**src/sv/llvt_pkg.sv**
```systemverilog
`timescale 1ns / 1ps
`default_nettype none
// ----------------------------------------------------------------------------
// llvt_pkg: shared types and constants of the lane leader vehicle table
// Command codes, register map, payload structs and sequencer states.
// ----------------------------------------------------------------------------
package llvt_pkg;

  localparam int unsigned MAX_VEHICLES_DEF = 32;

  localparam int unsigned ID_W  = 16;
  localparam int unsigned POS_W = 24;

  // Configuration port: one register on a 32-bit data bus, byte addressed.
  localparam int unsigned CFG_ADDR_W = 3;
  localparam int unsigned CFG_DATA_W = 32;
  localparam logic [0:0]  REG_LANE_LENGTH = 1'b0;

  typedef logic [1:0] cmd_t;
  localparam cmd_t CMD_UPDATE = 2'd0;
  localparam cmd_t CMD_REMOVE = 2'd1;
  localparam cmd_t CMD_QUERY  = 2'd2;

  typedef struct packed {
    cmd_t             command;
    logic [ID_W-1:0]  vehicle_id;
    logic [POS_W-1:0] offset;
    logic [POS_W-1:0] awareness;
  } in_item_t;

  typedef struct packed {
    logic            leader_found;
    logic [ID_W-1:0] leader_id;
    logic            table_full;
  } out_item_t;

  // One table entry as it is kept in the slot memory.
  typedef struct packed {
    logic             valid;
    logic [ID_W-1:0]  vehicle;
    logic [POS_W-1:0] position;
  } slot_t;

  typedef enum logic [2:0] {
    ST_CLEAR,
    ST_IDLE,
    ST_SCAN,
    ST_DRAIN,
    ST_DONE
  } state_t;

endpackage
`default_nettype wire

```
**src/sv/lane_leader_vehicle_table.sv**
```systemverilog
`timescale 1ns / 1ps
`default_nettype none
// An accepted command is scanned over every slot in turn, passes the drain and final
//   states, and its result is registered. A new command is taken only once the block
//   is idle again. The slot memory is read once per slot by the shared compare unit.
// Reset: rst_n is synchronous; after it the block runs a clearing pass over the slot
//   memory with busy high. Configuration writes are taken throughout.
// The receiver cannot stall: out_strobe marks each result for exactly one cycle.
// ----------------------------------------------------------------------------
// lane_leader_vehicle_table
// Table of vehicles on one lane with update, remove and leader query
// commands, served by a slot-by-slot scan through one compare unit.
// ----------------------------------------------------------------------------
module lane_leader_vehicle_table
  import llvt_pkg::*;
#(
  parameter int unsigned MAX_VEHICLES = MAX_VEHICLES_DEF
) (
  input  wire logic                  clk,
  input  wire logic                  rst_n,
  // Command channel
  input  wire logic                  start,
  output logic                       busy,
  input  wire in_item_t              in_item,
  // Result channel
  output logic                       out_strobe,
  output out_item_t                  out_item,
  // Configuration port
  input  wire logic                  psel,
  input  wire logic                  penable,
  input  wire logic                  pwrite,
  input  wire logic [CFG_ADDR_W-1:0] paddr,
  input  wire logic [CFG_DATA_W-1:0] pwdata,
  output logic [CFG_DATA_W-1:0]      prdata,
  output logic                       pready
);

  localparam int unsigned IDX_W = (MAX_VEHICLES > 1) ? $clog2(MAX_VEHICLES) : 1;
  localparam logic [IDX_W-1:0] LAST_IDX = IDX_W'(MAX_VEHICLES - 1);

  // --------------------------------------------------------------------------
  // Configuration register. The only register is the lane length; a write
  // transfer completes when psel, penable, pwrite and pready are all high.
  // --------------------------------------------------------------------------
  logic [POS_W-1:0] lane_length_r;
  logic             cfg_sel;

  assign pready  = 1'b1;
  assign cfg_sel = (paddr[CFG_ADDR_W-1:2] == REG_LANE_LENGTH);
  assign prdata  = cfg_sel ? CFG_DATA_W'(lane_length_r) : '0;

  always_ff @(posedge clk) begin
    if (!rst_n) begin
      lane_length_r <= '0;
    end else if (psel && penable && pwrite && pready && cfg_sel) begin
      lane_length_r <= pwdata[POS_W-1:0];
    end
  end

  // --------------------------------------------------------------------------
  // Slot memory. Each word holds the valid flag, vehicle id and offset of one
  // slot. It has one write port and one registered read port. The sequencer
  // reads slot addr_r during the scan, and the entry comes back in the next cycle
  // in rd_slot_r, tagged with its index in rd_idx_r.
  // --------------------------------------------------------------------------
  slot_t            mem_q [MAX_VEHICLES];
  slot_t            rd_slot_r;
  logic [IDX_W-1:0] rd_idx_r;
  logic             rd_v_r;

  logic             mem_we;
  logic [IDX_W-1:0] mem_waddr;
  slot_t            mem_wdata;

  always_ff @(posedge clk) begin
    if (mem_we) begin
      mem_q[mem_waddr] <= mem_wdata;
    end
  end

  // --------------------------------------------------------------------------
  // Sequencer state and command registers
  // --------------------------------------------------------------------------
  state_t           state_r, state_nxt;
  logic [IDX_W-1:0] addr_r, addr_nxt;
  in_item_t         item_r;
  logic             accept;
  logic             rd_en;

  assign busy   = (state_r != ST_IDLE);
  assign accept = start && !busy;

  always_ff @(posedge clk) begin
    if (rd_en) begin
      rd_slot_r <= mem_q[addr_r];
      rd_idx_r  <= addr_r;
    end
  end

  always_ff @(posedge clk) begin
    if (!rst_n) begin
      state_r <= ST_CLEAR;
      addr_r  <= '0;
      rd_v_r  <= 1'b0;
    end else begin
      state_r <= state_nxt;
      addr_r  <= addr_nxt;
      rd_v_r  <= rd_en;
    end
  end

  always_ff @(posedge clk) begin
    if (accept) begin
      item_r <= in_item;
    end
  end

  // Next state
  always_comb begin
    state_nxt = state_r;
    unique case (state_r)
      ST_CLEAR: if (addr_r == LAST_IDX) state_nxt = ST_IDLE;
      ST_IDLE:  if (start)              state_nxt = ST_SCAN;
      ST_SCAN:  if (addr_r == LAST_IDX) state_nxt = ST_DRAIN;
      ST_DRAIN: state_nxt = ST_DONE;
      ST_DONE:  state_nxt = ST_IDLE;
      default:  state_nxt = ST_IDLE;
    endcase
  end

  // --------------------------------------------------------------------------
  // Shared compare unit. One returned entry is examined per cycle. For update
  // and remove it tracks the first slot that already holds the vehicle and
  // the first free slot. For a query it keeps the best gap so far, which
  // starts at the lane length so that a gap must lie strictly below it. On an
  // equal gap the lower vehicle id takes over.
  // --------------------------------------------------------------------------
  logic             match_found_r, match_found_nxt;
  logic [IDX_W-1:0] match_slot_r, match_slot_nxt;
  logic             free_found_r, free_found_nxt;
  logic [IDX_W-1:0] free_slot_r, free_slot_nxt;
  logic [POS_W-1:0] best_r, best_nxt;
  logic             lead_found_r, lead_found_nxt;
  logic [ID_W-1:0]  lead_id_r, lead_id_nxt;

  logic             hit;
  logic             eligible;
  logic [POS_W-1:0] gap;

  always_comb begin
    hit      = rd_slot_r.valid && (rd_slot_r.vehicle == item_r.vehicle_id);
    eligible = rd_slot_r.valid && (rd_slot_r.vehicle != item_r.vehicle_id)
               && (rd_slot_r.position >= item_r.offset)
               && (rd_slot_r.position < item_r.awareness);
    gap      = rd_slot_r.position - item_r.offset;

    match_found_nxt = match_found_r;
    match_slot_nxt  = match_slot_r;
    free_found_nxt  = free_found_r;
    free_slot_nxt   = free_slot_r;
    best_nxt        = best_r;
    lead_found_nxt  = lead_found_r;
    lead_id_nxt     = lead_id_r;

    if (accept) begin
      match_found_nxt = 1'b0;
      free_found_nxt  = 1'b0;
      best_nxt        = lane_length_r;
      lead_found_nxt  = 1'b0;
      lead_id_nxt     = '0;
    end else if (rd_v_r) begin
      if (hit && !match_found_r) begin
        match_found_nxt = 1'b1;
        match_slot_nxt  = rd_idx_r;
      end
      if (!rd_slot_r.valid && !free_found_r) begin
        free_found_nxt = 1'b1;
        free_slot_nxt  = rd_idx_r;
      end
      if (eligible) begin
        priority if (gap < best_r) begin
          best_nxt       = gap;
          lead_found_nxt = 1'b1;
          lead_id_nxt    = rd_slot_r.vehicle;
        end else if (lead_found_r && (gap == best_r)
                     && (rd_slot_r.vehicle < lead_id_r)) begin
          lead_id_nxt = rd_slot_r.vehicle;
        end
      end
    end
  end

  always_ff @(posedge clk) begin
    if (!rst_n) begin
      match_found_r <= 1'b0;
      free_found_r  <= 1'b0;
      lead_found_r  <= 1'b0;
    end else begin
      match_found_r <= match_found_nxt;
      free_found_r  <= free_found_nxt;
      lead_found_r  <= lead_found_nxt;
    end
  end

  always_ff @(posedge clk) begin
    match_slot_r <= match_slot_nxt;
    free_slot_r  <= free_slot_nxt;
    best_r       <= best_nxt;
    lead_id_r    <= lead_id_nxt;
  end

  // --------------------------------------------------------------------------
  // Sequencer outputs. The clearing pass writes an empty word to every slot.
  // In the final state an update writes its slot (the known one, else the
  // first free one, else it reports a full table) and a remove clears the
  // slot of the known vehicle. The result is registered and strobed for one
  // cycle; commands other than query and update report all zeros.
  // --------------------------------------------------------------------------
  logic      out_strobe_r, out_strobe_nxt;
  out_item_t out_item_r, out_item_nxt;

  always_comb begin
    mem_we         = 1'b0;
    mem_waddr      = addr_r;
    mem_wdata      = '0;
    rd_en          = 1'b0;
    addr_nxt       = addr_r;
    out_strobe_nxt = 1'b0;
    out_item_nxt   = out_item_r;
    unique case (state_r)
      ST_CLEAR: begin
        mem_we   = 1'b1;
        addr_nxt = addr_r + 1'b1;
      end
      ST_IDLE: begin
        if (start) begin
          addr_nxt = '0;
        end
      end
      ST_SCAN: begin
        rd_en    = 1'b1;
        addr_nxt = addr_r + 1'b1;
      end
      ST_DRAIN: begin
      end
      ST_DONE: begin
        out_strobe_nxt = 1'b1;
        out_item_nxt   = '0;
        mem_wdata      = '{valid: 1'b1, vehicle: item_r.vehicle_id,
                           position: item_r.offset};
        unique case (item_r.command)
          CMD_UPDATE: begin
            if (match_found_r) begin
              mem_we    = 1'b1;
              mem_waddr = match_slot_r;
            end else if (free_found_r) begin
              mem_we    = 1'b1;
              mem_waddr = free_slot_r;
            end else begin
              out_item_nxt.table_full = 1'b1;
            end
          end
          CMD_REMOVE: begin
            mem_we          = match_found_r;
            mem_waddr       = match_slot_r;
            mem_wdata.valid = 1'b0;
          end
          CMD_QUERY: begin
            out_item_nxt.leader_found = lead_found_r;
            out_item_nxt.leader_id    = lead_id_r;
          end
          default: begin
          end
        endcase
      end
      default: begin
      end
    endcase
  end

  always_ff @(posedge clk) begin
    if (!rst_n) begin
      out_strobe_r <= 1'b0;
    end else begin
      out_strobe_r <= out_strobe_nxt;
    end
  end

  always_ff @(posedge clk) begin
    out_item_r <= out_item_nxt;
  end

  assign out_strobe = out_strobe_r;
  assign out_item   = out_item_r;

`ifndef SYNTH
  // An accepted command always enters the scan.
  a_accept_scans: assert property (@(posedge clk) disable iff (!rst_n)
    accept |=> (state_r == ST_SCAN) && (addr_r == '0))
    else $error("accepted command did not start a scan");

  // Exactly one result follows the final state.
  a_done_strobes: assert property (@(posedge clk) disable iff (!rst_n)
    (state_r == ST_DONE) |=> out_strobe)
    else $error("final state produced no result");

  // A result is only strobed right after the final state.
  a_strobe_source: assert property (@(posedge clk) disable iff (!rst_n)
    out_strobe |-> $past(state_r == ST_DONE))
    else $error("result strobed outside the final state");

  // A full table is only reported for an update.
  a_full_update: assert property (@(posedge clk) disable iff (!rst_n)
    out_strobe && out_item.table_full |-> (item_r.command == CMD_UPDATE))
    else $error("table_full reported for a non-update command");

  // A leader is only reported for a query.
  a_found_query: assert property (@(posedge clk) disable iff (!rst_n)
    out_strobe && out_item.leader_found |-> (item_r.command == CMD_QUERY))
    else $error("leader reported for a non-query command");
`endif

endmodule
`default_nettype wire
```
**config.mk**
```make
export PLATFORM = sky130hd
export DESIGN_NAME = lane_leader_vehicle_table
export DESIGN_NICKNAME = d
export VERILOG_FILES = /design/src/sv/llvt_pkg.sv /design/src/sv/lane_leader_vehicle_table.sv
export SDC_FILE = /design/constraint.sdc
export NUM_CORES = 2
export LEC_CHECK = 0
export ABC_AREA = 1
export BUFFER_PORTS_ARGS = -buffer_cell sky130_fd_sc_hd__buf_2
export CAP_MARGIN = 5
export CELL_PAD_IN_SITES_DETAIL_PLACEMENT = 1
export CELL_PAD_IN_SITES_GLOBAL_PLACEMENT = 2
export CORE_MARGIN = 3
export CORE_UTILIZATION = 44
export CTS_CLUSTER_SIZE = 24
export DETAILED_ROUTE_END_ITERATION = 16
export PLACE_DENSITY_LB_ADDON = 0.1
export SYNTH_ARGS = -nofsm -noshare
export SYNTH_HDL_FRONTEND = slang
export SYNTH_SLANG_ARGS = --single-unit
```
**constraint.sdc**
```tcl
create_clock -name clk -period 5.6 [get_ports clk]
set_clock_uncertainty 0.1 [all_clocks]
set_input_delay 0.84 -clock clk [delete_from_list [all_inputs] [get_ports clk]]
set_output_delay 0.84 -clock clk [all_outputs]
set_load 0.02 [all_outputs]
```
==> results.txt <==
status: complete, no violations
Post-synth EDFFs: 1,476
Overflow after GRT: 0
min-delay src: in_item[10]
core area: 140,000 um2
Hold/Removal Path Class: in -> reg
Slew Limit Fails: 0
Most Frequent Cell on Critical Path: nand2_1
vias in the first global route: 41,620
WP data required: 5.94 ns
Yosys top cell by area: edfxtp_1
Sequential Area: 45,400 um2
first-pass GRT wire length: 280 mm
Hold Path End: item_r[10]
Max Cap Viol: 0
ys flop type: edfxtp_1
worst slew pin tran: 1.26 ns
drt drc: 0
Worst Hold Margin: 0.125 ns
fraction of layout cells with a size suffix above 1: 0.115
htree depth: 4
FF-to-FF End: best_r[8]
total power per unit cell area: 347 nW/um2
Top delay family on crit path: simple AND/OR/NAND/NOR gates
CTS tree: built
Critical-path top delay cell: fa_1
largest net degree at the start of global routing: 187
f_max: 223 MHz
Final ANT Viol Nets: 0
Syn-to-layout area delta: 13.5%
sequential-to-total area share from yosys stat: 0.725
Vias: 41,269
initial DRC count: 3,664
Multi-input gate area: 15,200 um2
R2R depth: 20
Arr. time, crit path: 4.83 ns
Final GP Congestion: 0.804
drt wl/cell: 27.3 um
clock sinks: 1,529
Filler cells: 14,059
CP max FO: 24
maximum clock insertion buffer count: 3
DPL Wire Length: 105 mm
power consumption: 24.6 mW
CTS Root Cell: clkbuf_16
Initial Utilization: 0.446
Resized cells post-CTS: 0
Final Cycle Share: 0.802
initial antenna violation count: 5
Syn Std Cell Area: 62,600 um2
register-to-register setup slack: 1.11 ns
Num CTS Buffers: 163
CP Cell Sequence: inv_1, ha_1, inv_1, fa_1, nand3_1, nand3_1, a21oi_1, inv_1, a21oi_1, xor2_1, ha_1, nand2_1, nor2_1, nand2_1, nor3_1, nand2_1, nand3_1, nand3b_1, nand2_1, buf_4
Setup Buffers After CTS: 0
CTS clock-pin slew for the worst setup and hold paths: 0.06 ns
setup tns final: 0 ns
slew margin rel.: 0.161
Worst setup EP type: flip-flop
Placed Cells incl. Taps: 6,757
Worst Path Buf+Inv: 4
# rows: 137
fraction of registers with async set/reset: 0
Setup Crit Path Kind: reg -> reg
final WL: 192 mm
worst skew pair latency: 0.80 ns
die extent in x: 383 um
Ports: 160
port bufs: 140
Post-Syn Instances: 4,933
FF-to-FF Start: rd_slot_r[0]
worst IR drop on VDD: 298 uV
die footprint: 147,000 um2
CP Launch Type: flip-flop
DR pass1 iterations: 5
post-route minimum period: 4.49 ns
worst setup path startpoint: rd_slot_r[0]
Final #Nets: 5,246
synth unique cells: 50
worst hold path depth: 1
Syn Area/Cell: 12.7 um2
gr usage total: 0.260
Die H: 383 um
Final setup viols: 0
FF+latch count, synth: 1,529
Pleak: 24.4 nW
CP peak stage delay: 0.46 ns
routed vias/inst: 5.85
Synth Warn #: 0
RSZ-0062 raised after global routing: no
largest cells by area after synthesis: edfxtp_1 (71%), o21ai_0 (6.1%), nor2_1 (5.7%)
Fin. Hold Viols: 0
Layout Cells excl Fill: 7,060
cts hold-fix bufs: 0
Yosys top cell area share: 0.708
layout make-up:
type                       count  share of cell area
antenna                        1           0.0000352
clock buffer                 206              0.0622
clock inverter                92              0.0106
inverter                     237              0.0130
multi-input combinational   2856               0.214
sequential                  1529               0.639
tap                         1876              0.0331
timing repair buffer         263              0.0274
kinds of logic (layout without fill, tap and decap cells):
| family | count (synthesis) | count (layout) | share of synthesized area |
|---|---|---|---|
| compound gates | 1314 | 1314 | 0.125 |
| xor+xnor | 15 | 15 | 0.00210 |
| simple gates | 1429 | 1429 | 0.0925 |
| flops | 1529 | 1529 | 0.725 |
| fa+ha+maj | 89 | 89 | 0.0179 |
| other cells | 2 | 10 | 0.000120 |
| buf+inv | 555 | 798 | 0.0370 |
state kept, by name (all words and copies together) (netlist names):
register	count
item_r	66
out_strobe	1
free_found_r	1
rd_idx_r	5
rd_slot_r	41
match_slot_r	5
lead_id_r	16
addr_r	5
rd_v_r	1
lead_found_r	1
mem_q	1312
lane_length_r	24
out_item	18
free_slot_r	5
best_r	24
state_r	3
match_found_r	1
power breakdown:
part | switching [mW] | leakage [nW] | internal, mW
registers | 0.0500 | 13.9 | 12.5
logic | 1.14 | 7.94 | 0.408
clock network | 4.49 | 2.55 | 6.05
routing by layer:
| metal | vias to the layer above | GRT usage | wire length, um |
|---|---|---|---|
| li1 | 18425 | - | - |
| met1 | 21281 | 0.370 | 85700 |
| met2 | 1288 | 0.408 | 88800 |
| met3 | 275 | 0.0490 | 13400 |
| met4 | 0 | 0.0722 | 4510 |
| met5 | - | 0 | 0 |
how the worst max path moves through the flow:
stage	endpoint	slack, ns	cells past startpoint
3_5_place_dp	best_r[3]	0.97	20
5_1_grt	lead_id_r[0]	0.56	22
3_3_place_gp	lead_id_r[8]	1.07	18
2_1_floorplan	best_r[0]	1.32	5
6_report	best_r[8]	1.11	20
4_1_cts	best_r[20]	0.96	20
cells in the mapped netlist (2+ instances only):
cell      number
o21a_1         7
buf_4         23
nor2_1       945
clkbuf_1     197
inv_4          2
nand3_1      130
nor2_2         2
a21o_1         5
ha_1          88
a21boi_0       3
xnor2_1        3
nand3b_1       4
xor2_1        12
o21ai_1       31
buf_1          8
inv_2         10
nor4_1         2
nor2_4         2
o221ai_1     254
a22oi_4        5
nand4_1       21
and2_1         6
nand3_2        8
edfxtp_1    1476
inv_1        225
nand2_1      284
nand2_2        5
o211ai_1       4
nor3_1        10
buf_2         86
a21oi_1      125
a31oi_1       39
conb_1         2
o22ai_1       74
dfxtp_1       53
buf_6          4
a211oi_1       2
nand3_4        3
o21bai_1       4
o21ai_0      759
cells in the final DEF (no fill, tap or decap), types with 74 or more instances in the layout:
cell,instances
o21ai_0,759
buf_4,98
buf_2,140
inv_1,222
nand3_1,130
clkbuf_16,170
a21oi_1,125
nor2_1,892
edfxtp_1,1476
ha_1,88
o221ai_1,254
nand2_1,284
o22ai_1,74
through the flow:
step	utilization	area [um2]	setup WS [ns]
6_report	0.506	71000	1.11
2_1_floorplan	-	62600	1.32
3_3_place_gp	0.468	65700	1.07
3_5_place_dp	0.468	65700	0.969
4_1_cts	0.505	70900	0.959
5_1_grt	0.506	71000	0.560
(Power assumes the default switching activity.)
